$ cat src/rtl/ccps_pkg.sv
// shared types, constants and helpers for the character class pattern scanner
package ccps_pkg;

    localparam int PATTERN_MAX = 32;
    localparam int INNER_MAX   = PATTERN_MAX - 2;
    localparam int IDX_W       = $clog2(PATTERN_MAX);
    localparam int LEN_W       = 6;
    localparam int CLASSES_W   = 64;
    localparam int QUEUE_DEPTH = 4;
    localparam int QPTR_W      = $clog2(QUEUE_DEPTH);
    localparam int QCNT_W      = $clog2(QUEUE_DEPTH + 1);

    localparam logic [LEN_W-1:0] LEN_MIN = LEN_W'(3);
    localparam logic [LEN_W-1:0] LEN_MAX = LEN_W'(PATTERN_MAX);
    localparam logic [LEN_W-1:0] LEN_RESET = LEN_W'(13);

    localparam logic REG_PATTERN_CLASSES = 1'b0;
    localparam logic REG_PATTERN_LENGTH  = 1'b1;

    localparam logic [1:0] CLASS_OTHER  = 2'd0;
    localparam logic [1:0] CLASS_DIGIT  = 2'd1;
    localparam logic [1:0] CLASS_HYPHEN = 2'd2;

    localparam logic [7:0] CHAR_ZERO   = 8'h30;
    localparam logic [7:0] CHAR_NINE   = 8'h39;
    localparam logic [7:0] CHAR_HYPHEN = 8'h2D;

    typedef logic [7:0] byte_t;

    typedef struct packed {
        byte_t [INNER_MAX-1:0] bytes;
        logic [IDX_W-1:0]      first_idx;
    } ccps_entry_t;

    function automatic logic [1:0] class_of(input byte_t b);
        logic [1:0] c;
        if (b >= CHAR_ZERO && b <= CHAR_NINE)
        begin
            c = CLASS_DIGIT;
        end
        else if (b == CHAR_HYPHEN)
        begin
            c = CLASS_HYPHEN;
        end
        else
        begin
            c = CLASS_OTHER;
        end
        return c;
    endfunction

endpackage

$ cat src/rtl/ccps_front.sv
// front end: config registers, byte history, class compare and match capture
module ccps_front
    import ccps_pkg::*;
(
    input  logic                 clk,
    input  logic                 rst_n,
    input  logic                 cfg_write_en,
    input  logic                 cfg_index,
    input  logic [CLASSES_W-1:0] cfg_data,
    input  logic                 accept,
    input  byte_t                data_byte,
    input  logic                 end_of_file,
    output logic                 push,
    output ccps_entry_t          push_entry
);

    logic [CLASSES_W-1:0]        classes_reg;
    logic [LEN_W-1:0]            length_reg;
    byte_t [PATTERN_MAX-1:0]     hist_reg;
    byte_t [PATTERN_MAX-1:0]     hist_next;
    logic [LEN_W-1:0]            seen_reg;
    logic [LEN_W-1:0]            seen_next;
    logic [LEN_W-1:0]            eff_len;
    logic [IDX_W-1:0]            len_m1;
    logic [PATTERN_MAX-1:0]      pos_ok;
    logic [IDX_W-1:0]            pos [PATTERN_MAX];
    logic                        match;

    // clamp configured length into the supported range
    always_comb
    begin
        if (length_reg < LEN_MIN)
        begin
            eff_len = LEN_MIN;
        end
        else if (length_reg > LEN_MAX)
        begin
            eff_len = LEN_MAX;
        end
        else
        begin
            eff_len = length_reg;
        end
        len_m1 = IDX_W'(eff_len - LEN_W'(1));
    end

    always_comb
    begin
        hist_next[0] = data_byte;
        for (int i = 1; i < PATTERN_MAX; i++)
        begin
            hist_next[i] = hist_reg[i-1];
        end
        seen_next = (seen_reg < LEN_MAX) ? seen_reg + LEN_W'(1) : seen_reg;
    end

    // window slot i (newest first) lines up with pattern position len-1-i
    always_comb
    begin
        for (int i = 0; i < PATTERN_MAX; i++)
        begin
            pos[i] = len_m1 - IDX_W'(i);
            if (IDX_W'(i) > len_m1)
            begin
                pos_ok[i] = 1'b1;
            end
            else
            begin
                pos_ok[i] = class_of(hist_next[i]) == classes_reg[{pos[i], 1'b0} +: 2];
            end
        end
        match = (&pos_ok) && (seen_next >= eff_len);
    end

    assign push = accept && match;

    always_comb
    begin
        for (int j = 0; j < INNER_MAX; j++)
        begin
            push_entry.bytes[j] = hist_next[j+1];
        end
        push_entry.first_idx = len_m1 - IDX_W'(1);
    end

    always_ff @(posedge clk or negedge rst_n)
    begin
        if (!rst_n)
        begin
            classes_reg <= '0;
            length_reg  <= LEN_RESET;
        end
        else if (cfg_write_en)
        begin
            unique case (cfg_index)
                REG_PATTERN_CLASSES: classes_reg <= cfg_data;
                REG_PATTERN_LENGTH:  length_reg  <= cfg_data[LEN_W-1:0];
                default:             classes_reg <= classes_reg;
            endcase
        end
    end

    // history clears after the last byte of a file
    always_ff @(posedge clk or negedge rst_n)
    begin
        if (!rst_n)
        begin
            hist_reg <= '0;
            seen_reg <= '0;
        end
        else if (accept)
        begin
            if (end_of_file)
            begin
                hist_reg <= '0;
                seen_reg <= '0;
            end
            else
            begin
                hist_reg <= hist_next;
                seen_reg <= seen_next;
            end
        end
    end

endmodule

$ cat src/rtl/ccps_queue.sv
// short queue of captured matches between front and back
module ccps_queue
    import ccps_pkg::*;
(
    input  logic        clk,
    input  logic        rst_n,
    input  logic        push,
    input  ccps_entry_t push_entry,
    input  logic        pop,
    output logic        full,
    output logic        head_valid,
    output ccps_entry_t head
);

    ccps_entry_t       mem_reg [QUEUE_DEPTH];
    logic [QPTR_W-1:0] wr_ptr_reg;
    logic [QPTR_W-1:0] rd_ptr_reg;
    logic [QCNT_W-1:0] count_reg;
    logic [QCNT_W-1:0] count_next;

    assign full       = count_reg == QCNT_W'(QUEUE_DEPTH);
    assign head_valid = count_reg != '0;
    assign head       = mem_reg[rd_ptr_reg];

    always_comb
    begin
        count_next = count_reg;
        if (push && !pop)
        begin
            count_next = count_reg + QCNT_W'(1);
        end
        else if (pop && !push)
        begin
            count_next = count_reg - QCNT_W'(1);
        end
    end

    always_ff @(posedge clk)
    begin
        if (push)
        begin
            mem_reg[wr_ptr_reg] <= push_entry;
        end
    end

    always_ff @(posedge clk or negedge rst_n)
    begin
        if (!rst_n)
        begin
            wr_ptr_reg <= '0;
            rd_ptr_reg <= '0;
            count_reg  <= '0;
        end
        else
        begin
            count_reg <= count_next;
            if (push)
            begin
                wr_ptr_reg <= (wr_ptr_reg == QPTR_W'(QUEUE_DEPTH - 1)) ? '0
                                                                       : wr_ptr_reg + QPTR_W'(1);
            end
            if (pop)
            begin
                rd_ptr_reg <= (rd_ptr_reg == QPTR_W'(QUEUE_DEPTH - 1)) ? '0
                                                                       : rd_ptr_reg + QPTR_W'(1);
            end
        end
    end

    a_no_push_full: assert property (@(posedge clk) disable iff (!rst_n)
        push |-> !full)
        else $error("match captured while queue full");

    a_no_pop_empty: assert property (@(posedge clk) disable iff (!rst_n)
        pop |-> head_valid)
        else $error("queue popped while empty");

    a_count_bound: assert property (@(posedge clk) disable iff (!rst_n)
        count_reg <= QCNT_W'(QUEUE_DEPTH))
        else $error("queue count out of range");

    a_push_grows: assert property (@(posedge clk) disable iff (!rst_n)
        (push && !pop) |=> count_reg == $past(count_reg) + QCNT_W'(1))
        else $error("queue count did not follow a push");

endmodule

$ cat src/rtl/ccps_back.sv
// back end: walks the head match and emits its inner bytes oldest first
module ccps_back
    import ccps_pkg::*;
(
    input  logic        clk,
    input  logic        rst_n,
    input  logic        head_valid,
    input  ccps_entry_t head,
    output logic        pop,
    input  logic        out_stall,
    output logic        out_valid,
    output byte_t       match_byte,
    output logic        match_last
);

    logic [IDX_W-1:0] step_reg;
    logic [IDX_W-1:0] idx;
    logic [IDX_W-1:0] sel;
    logic             load;
    logic             out_valid_reg;
    byte_t            match_byte_reg;
    logic             match_last_reg;

    assign idx  = head.first_idx - step_reg;
    assign sel  = idx - IDX_W'(1);
    assign load = head_valid && (!out_valid_reg || !out_stall);
    assign pop  = load && (idx == IDX_W'(1));

    assign out_valid  = out_valid_reg;
    assign match_byte = match_byte_reg;
    assign match_last = match_last_reg;

    always_ff @(posedge clk)
    begin
        if (load)
        begin
            match_byte_reg <= head.bytes[sel];
            match_last_reg <= idx == IDX_W'(1);
        end
    end

    always_ff @(posedge clk or negedge rst_n)
    begin
        if (!rst_n)
        begin
            out_valid_reg <= 1'b0;
            step_reg      <= '0;
        end
        else
        begin
            if (load)
            begin
                out_valid_reg <= 1'b1;
                step_reg      <= pop ? '0 : step_reg + IDX_W'(1);
            end
            else if (!out_stall)
            begin
                out_valid_reg <= 1'b0;
            end
        end
    end

endmodule

$ cat src/rtl/char_class_pattern_scanner.sv
// top level of the character class pattern scanner
// Takes one byte per cycle and compares the classes (digit, hyphen, other) of the
// newest pattern_length bytes of the current file with the configured class pattern.
// A match is captured whole in the cycle its last byte is taken and parked in a
// four-entry queue; the emitter then sends its inner bytes, oldest first, one per
// cycle while out_stall is low, with match_last on the final one. The first result
// passes the queue and then the output register. A match of length n gives n-2 bytes,
// so the input keeps one byte per cycle unless matches arrive faster than the emitter
// drains them; in_stall rises only while all four queue entries are taken.
module char_class_pattern_scanner
    import ccps_pkg::*;
(
    input  logic                 clk,
    input  logic                 rst_n,
    input  logic                 cfg_write_en,
    input  logic                 cfg_index,
    input  logic [CLASSES_W-1:0] cfg_data,
    input  logic                 in_valid,
    output logic                 in_stall,
    input  logic [7:0]           data_byte,
    input  logic                 end_of_file,
    output logic                 out_valid,
    input  logic                 out_stall,
    output logic [7:0]           match_byte,
    output logic                 match_last
);

    logic        accept;
    logic        push;
    logic        pop;
    logic        full;
    logic        head_valid;
    ccps_entry_t push_entry;
    ccps_entry_t head;

    assign in_stall = full;
    assign accept   = in_valid && !in_stall;

    ccps_front u_front (
        .clk          (clk),
        .rst_n        (rst_n),
        .cfg_write_en (cfg_write_en),
        .cfg_index    (cfg_index),
        .cfg_data     (cfg_data),
        .accept       (accept),
        .data_byte    (data_byte),
        .end_of_file  (end_of_file),
        .push         (push),
        .push_entry   (push_entry)
    );

    ccps_queue u_queue (
        .clk        (clk),
        .rst_n      (rst_n),
        .push       (push),
        .push_entry (push_entry),
        .pop        (pop),
        .full       (full),
        .head_valid (head_valid),
        .head       (head)
    );

    ccps_back u_back (
        .clk        (clk),
        .rst_n      (rst_n),
        .head_valid (head_valid),
        .head       (head),
        .pop        (pop),
        .out_stall  (out_stall),
        .out_valid  (out_valid),
        .match_byte (match_byte),
        .match_last (match_last)
    );

endmodule

$ cat config.mk
export PLATFORM = sky130hd
export DESIGN_NAME = char_class_pattern_scanner
export DESIGN_NICKNAME = d
export VERILOG_FILES = /design/src/rtl/ccps_pkg.sv /design/src/rtl/ccps_front.sv /design/src/rtl/ccps_queue.sv /design/src/rtl/ccps_back.sv /design/src/rtl/char_class_pattern_scanner.sv
export SDC_FILE = /design/constraint.sdc
export NUM_CORES = 2
export LEC_CHECK = 0
export ABC_AREA = 1
export BUFFER_PORTS_ARGS = -buffer_cell sky130_fd_sc_hd__buf_4
export CORE_ASPECT_RATIO = 2
export CORE_MARGIN = 1.5
export CORE_UTILIZATION = 40
export CTS_CLUSTER_SIZE = 14
export DETAILED_ROUTE_END_ITERATION = 8
export PLACE_DENSITY = 0.61
export SYNTH_ARGS = -nofsm -noshare
export SYNTH_HDL_FRONTEND = slang
export SYNTH_SLANG_ARGS = --single-unit
$ cat constraint.sdc
create_clock -name clk -period 30.7 [get_ports clk]
set_input_delay 1.535 -clock clk [delete_from_list [all_inputs] [get_ports clk]]
set_output_delay 1.535 -clock clk [all_outputs]
set_load 0.02 [all_outputs]
# After elaboration in Yosys (flattened, before gate mapping)
# Memory sizes are Yosys's and may differ from the RTL's.
# Index checks and enable logic that the tools add are counted.
dict set report op_classes {
  reduce_logical 50
  magnitude_cmp 101
  add_sub_neg 40
  shift 32
  muxes 144
  n_bitwise 1
  n_eq_ne 69
}
# op count
set ops {}
lappend ops {{$shiftx A64 B7 Y2} 32}
lappend ops {{$eq A8 B6 Y1 const B} 32}
lappend ops {{$ge A8 B6 Y1 const B} 32}
lappend ops {{$le A8 B6 Y1 const B} 32}
lappend ops {{$mux W248} 1}
lappend ops {{$mux W2} 98}
lappend ops {{$gt A5 B5 Y1 const A} 16}
lappend ops {{$sub A5 B5 Y5 const B} 16}
lappend ops {{$eq A2 B2 Y1} 32}
lappend ops {{$bmux W8 S5} 1}
lappend ops {{$gt A4 B5 Y1 const A} 8}
lappend ops {{$sub A5 B4 Y5 const B} 8}
lappend ops {{$logic_and A1 B1 Y1} 39}
lappend ops {{$mux W1} 36}
lappend ops {{$reduce_and A32 Y1} 1}
lappend ops {{$mux W6} 4}
lappend ops {{$gt A3 B5 Y1 const A} 4}
lappend ops {{$sub A5 B3 Y5 const B} 4}
lappend ops {{$sub A5 B1 Y5 const B} 3}
lappend ops {{$gt A1 B5 Y1 const A} 2}
lappend ops {{$gt A2 B5 Y1 const A} 2}
lappend ops {{$sub A5 B2 Y5 const B} 2}
lappend ops {{$mux W8} 1}
lappend ops {{$add A6 B1 Y6 const B} 1}
lappend ops {{22 further kinds} 30}
dict set report totals {
  in_bits 79
  output_inout_bits 11
  wordCells 479
  mem_bits_rw 980
  regBits 346
  n_memories 1
}
# name words word_bits rd rd_ports_with_merged_regs write_ports line
set memory_table {}
lappend memory_table {u_queue.mem_reg 4 245 1 0 1 ccps_queue.sv:15} ;# ccps_entry_t mem_reg [QUEUE_DEPTH];

# Logic depth before layout (Yosys ltp)
dict set report depth {
  ltp_word 15
  depth_mapped 36
  ltp_nobuf 33
}

# Modules after synthesis
# Synthesis repeated with hierarchy kept, for this count alone.
dict set report hier_totals {
  cells_unflattened 6953
  hier_area_um2 64710.8
}
# module seq_area_each_um2 cells_per_inst area_each_um2 instances
set by_module_without_submodules {}
lappend by_module_without_submodules {ccps_queue 29603.4 2910 38861.0 1}
lappend by_module_without_submodules {ccps_front 8111.5 3265 22153.7 1}
lappend by_module_without_submodules {ccps_back 420.4 776 3686.0 1}
lappend by_module_without_submodules {char_class_pattern_scanner 0.0 2 10.0 1}

# Worst setup path after synthesis
# OpenSTA, ideal clock, no wires.
dict set report synth_timing {
  path_type {flip-flop to flip-flop}
  startpoint {register u_front.length_reg[2]}
  endpoint {memory u_queue.mem_reg[0][0] (netlist bit) (enable)}
  t_arrival_ns 13.655
  setup_time_ns 0.856
  synth_period_minus_slack_ns 14.511
  required_time_ns 29.844
  stages_incl_launch_ff 28
  slack_ns 16.189
  path_buffers 4
  cell_sequence {dfstp_2 nor2_2 nand3_2 buf_2 buf_2 nand2_1 inv_1 ha_1 clkbuf_1 nand2_1 xnor2_1 inv_1 clkbuf_1 ha_1 inv_1 nand2_1 inv_1 nand2_1 nand3b_1 nand2_1 nand2_1 nand2_1 nand3_1 nor2_1 nand2_1 nor2_2 nand3_2 nor2_1}
}
dict set report synth_between {
  elab_chain_cells 13
  elab_cells_between_ends 170
  cone_classes {add/sub (32); order compare (35); eq/ne (32); shift (32); mux (36); reduce/logical (3)}
}
# element line
set synth_rtl {}
lappend synth_rtl {{start: declaration} ccps_front.sv:18} ;# logic [LEN_W-1:0] length_reg;
lappend synth_rtl {{start signal: assignment} ccps_front.sv:97} ;# REG_PATTERN_LENGTH: length_reg <= cfg_data[LEN_W-1:0];
lappend synth_rtl {{$gt A6 B6 Y1} ccps_front.sv:36} ;# else if (length_reg > LEN_MAX)
lappend synth_rtl {{$mux W6} ccps_front.sv:36}
lappend synth_rtl {{$mux W6 (*)} ccps_front.sv:32} ;# if (length_reg < LEN_MIN)
lappend synth_rtl {{$sub A5 B1 Y5} ccps_front.sv:44} ;# len_m1 = IDX_W'(eff_len - LEN_W'(1));
lappend synth_rtl {{$sub A5 B1 Y5, or another cell as far along} ccps_front.sv:62} ;# pos[i] = len_m1 - IDX_W'(i);
lappend synth_rtl {{$shiftx A64 B7 Y2} ccps_front.sv:69} ;# pos_ok[i] = class_of(hist_next[i]) == classes_reg[{pos[i], 1'b0} +: 2];
lappend synth_rtl {{$eq A2 B2 Y1} ccps_front.sv:69}
lappend synth_rtl {{$mux W1} ccps_front.sv:63} ;# if (IDX_W'(i) > len_m1)
lappend synth_rtl {{$reduce_and A32 Y1} ccps_front.sv:72} ;# match = (&pos_ok) && (seen_next >= eff_len);
lappend synth_rtl {{$logic_and A1 B1 Y1 (*)} ccps_front.sv:72}
lappend synth_rtl {{$logic_and A1 B1 Y1 (*)} ccps_front.sv:75} ;# assign push = accept && match;
lappend synth_rtl {{$mux W1 (*)} ccps_queue.sv:40} ;# if (push)
lappend synth_rtl {{$mux W1 (not written as such) (*)} ccps_queue.sv:42} ;# mem_reg[wr_ptr_reg] <= push_entry;
lappend synth_rtl {{end: declaration} ccps_queue.sv:15}
# Every way passes the cells marked *; elsewhere a longest branch is shown, timed or not.

# Worst setup path in the final report
dict set report layout_timing {
  startpoint {register u_front.length_reg[2]}
  endpoint {memory u_queue.mem_reg[0][163] (netlist bit) (enable)}
}
# The elaborated chain is that of the path after synthesis.

==> run summary <==
Via/cell ratio = 5.80
Count of pins over their slew limit = 0
Most common library cells after synthesis = sky130_fd_sc_hd__nand2_1, sky130_fd_sc_hd__edfxtp_1, sky130_fd_sc_hd__nor2_1
Flip-flop count of the largest register after layout = 980
Critical path startpoint category = flip-flop
Pin count of the biggest net entering global routing = 146
Number of distinct library cell variants in the gate-level netlist after synthesis = 48
Vias in the first global route = 44600
Starting density of the core = 0.402
Leading cell type by number of instances after synthesis = sky130_fd_sc_hd__nand2_1
Clock tree from TritonCTS = built
Worst-margin pin slew = 1380 ps
Root Buffer = sky130_fd_sc_hd__clkbuf_16
Detailed-route via count = 45100
Share of the synthesized area in the top cell type = 0.499
Post-detailed-route DRC marker count = 0
Cell count after synthesis = 5837
Number of top-level pins = 90
Number of DRC markers in iteration 0 = 3512
Post-cts repair resize count = 0
Number of placement rows = 200
Setup TNS = 0 ps
Clock network latency to the later pin of the worst-skew pair = 760 ps
DRT Wirelength = 205000 um
Fillcell total = 14100
Most prevalent standard cell on the critical path = sky130_fd_sc_hd__nand2_1
Most common flop cell mapped by yosys = sky130_fd_sc_hd__edfxtp_1
Clock-pin slew reported for the worst setup and hold paths after clock tree synthesis = 70 ps
Worst hold slack = 504 ps
Fmax = 99.5 MHz
Hold buffer count at cts = 0
First-pass GRT wire length = 297000 um
Total track usage = 0.270
Ratio of cells with drive above 1 in the final layout = 0.0634
Post-CTS setup repair buffer count = 0
Endpoints failing setup = 0
Maximum count of clock buffers along a single path = 3
Area Overhead vs Synth = 9.93%
Buffers added on ports = 89
Height of the die = 549 um
Yosys warning total = 0
Overflow left after global routing = 0
Final min period = 10050 ps
Worst setup path category = reg2reg
Layout net count = 5863
Max-cap check violation count = 0
Data required time of the critical path = 31040 ps
Num CTS Buffers = 111
TritonRoute pass-1 iters = 8
Dominant cells by area after synthesis = sky130_fd_sc_hd__edfxtp_1, sky130_fd_sc_hd__dfrtp_1, sky130_fd_sc_hd__nand2_1
GPL Wtd Cong = 1.05
Relative max-transition margin = 0.0741
Arrival time worst endpoint = 10390 ps
Number of nets produced by synthesis = 5943
Number of nets with antenna violations after routing = 0
Final routed wire length divided by cell count = 26.4 um
Area leader, netlist = sky130_fd_sc_hd__edfxtp_1
Estimated wirelength of the detail-placed design = 140000 um
Register area share after synthesis = 0.640
Total core area = 0.148 mm2
Proportion of register bits with asynchronous set or reset after synthesis = 0.254
Unrepaired setup endpoints after global routing = false
Type of the worst min-delay path = reg2reg
Antenna violations before repair = 6
Total of flip-flops plus latches after synthesis = 1326
Die Footprint = 0.151 mm2
Max rail drop VDD = 0.138 mV
Power density over the cells = 115 mW/mm2
H-tree levels = 3
Cell with the largest stage delay on the worst path = sky130_fd_sc_hd__nand2_1
Worst clock skew = 60.5 ps
Static leakage power = 24.7 nW
Status = completed
Average size of a mapped cell = 10.2 um2
Final clock period utilization by the worst path = 0.327
Summed instance area of the synthesized netlist = 0.0596 mm2
Capturing element type of the critical path = flip-flop
Count of final hold-check violations = 0
Crit-path max cell delay = 920 ps
Critical path fanouts, max = 110
Number of enable-type register cells in the synthesized netlist = 989
Die extent in x = 276 um
Total number of clock tree sinks = 1326
layout make-up:
| type | count | area, um2 | area share |
|---|---|---|---|
| antenna | 5 | 12.5 | 0.000191 |
| clock buffer | 186 | 3200 | 0.0489 |
| clock inverter | 23 | 249 | 0.00380 |
| inverter | 440 | 1670 | 0.0254 |
| multi-input combinational | 3717 | 18500 | 0.282 |
| sequential | 1326 | 38100 | 0.583 |
| tap | 1919 | 2400 | 0.0367 |
| timing repair buffer | 161 | 1350 | 0.0207 |
through the flow:
step	cell area (um2)	worst slack (ps)	instances	util	total power, W
global placement	62000	20860	7563	0.419	0.00610
floorplan	59600	16190	5837	-	0.00420
CTS	65500	20750	7772	0.442	0.00748
global route	65500	20130	7776	0.442	0.00777
detailed placement	62000	20800	7563	0.419	0.00612
finish	65500	20650	7777	0.442	0.00750
cells in the final DEF (no fill, tap or decap), types with 14 or more instances in the layout:
master	n
sky130_fd_sc_hd__inv_1	431
sky130_fd_sc_hd__nand3b_1	25
sky130_fd_sc_hd__nand4_1	52
sky130_fd_sc_hd__clkbuf_1	61
sky130_fd_sc_hd__nand2_1	1098
sky130_fd_sc_hd__nor2_1	611
sky130_fd_sc_hd__o211ai_1	38
sky130_fd_sc_hd__edfxtp_1	989
sky130_fd_sc_hd__o21ai_0	566
sky130_fd_sc_hd__a21oi_1	113
sky130_fd_sc_hd__ha_1	23
sky130_fd_sc_hd__nand2_2	17
sky130_fd_sc_hd__o221ai_1	176
sky130_fd_sc_hd__clkbuf_8	14
sky130_fd_sc_hd__buf_4	149
sky130_fd_sc_hd__nor4_1	37
sky130_fd_sc_hd__clkbuf_16	111
sky130_fd_sc_hd__o22ai_1	312
sky130_fd_sc_hd__dfrtp_1	332
sky130_fd_sc_hd__nand3_1	527
layer usage:
layer	share of wire	GRT usage	up-vias
li1	-	-	20500
met1	0.33	0.268	22400
met2	0.52	0.485	1544
met3	0.043	0.0334	544
met4	0.11	0.241	0
met5	0	0	-
cell families after synthesis:
logic type	after synthesis	synth area share
and+or+nand+nor	2407	0.171
DFF	1326	0.640
buffers and inverters	794	0.0518
xor gates and xnor gates	22	0.00324
AOI/OAI and AO/OA	1251	0.126
adders and majority gates	27	0.00592
muxes	10	0.00189
worst max-delay path, delay by kind of cell, from the launching register on:
family                     cells  cell delay, ps
DFF                            1             640
buffers and inverters          7            3360
adders and majority gates      1             410
and+or+nand+nor               20            4750
final timing paths:
check / start / cells after the start / slack [ps] / to
max: u_front.length_reg[2] / 28 / 20650 / u_queue.mem_reg[0][163]
min: u_back.out_valid / 2 / 500 / u_back.out_valid
max reg2reg: u_front.length_reg[2] / 28 / 20650 / u_queue.mem_reg[0][163]
min reg2reg: u_back.out_valid / 2 / 500 / u_back.out_valid
max in group asynchronous: rst_n / 3 / 27600 / u_front.push_entry[219]
min in group asynchronous: rst_n / 1 / 870 / u_front.push_entry[6]
power breakdown:
group | leakage, nW | total (W) | switching, W | internal, W
Clock | 1.65 | 0.00137 | 0.000658 | 0.000715
Sequential | 13.6 | 0.00207 | 0.0000590 | 0.00201
Combinational | 9.41 | 0.00406 | 0.00313 | 0.000933
Note: power is estimated with default switching activity, not from simulation.
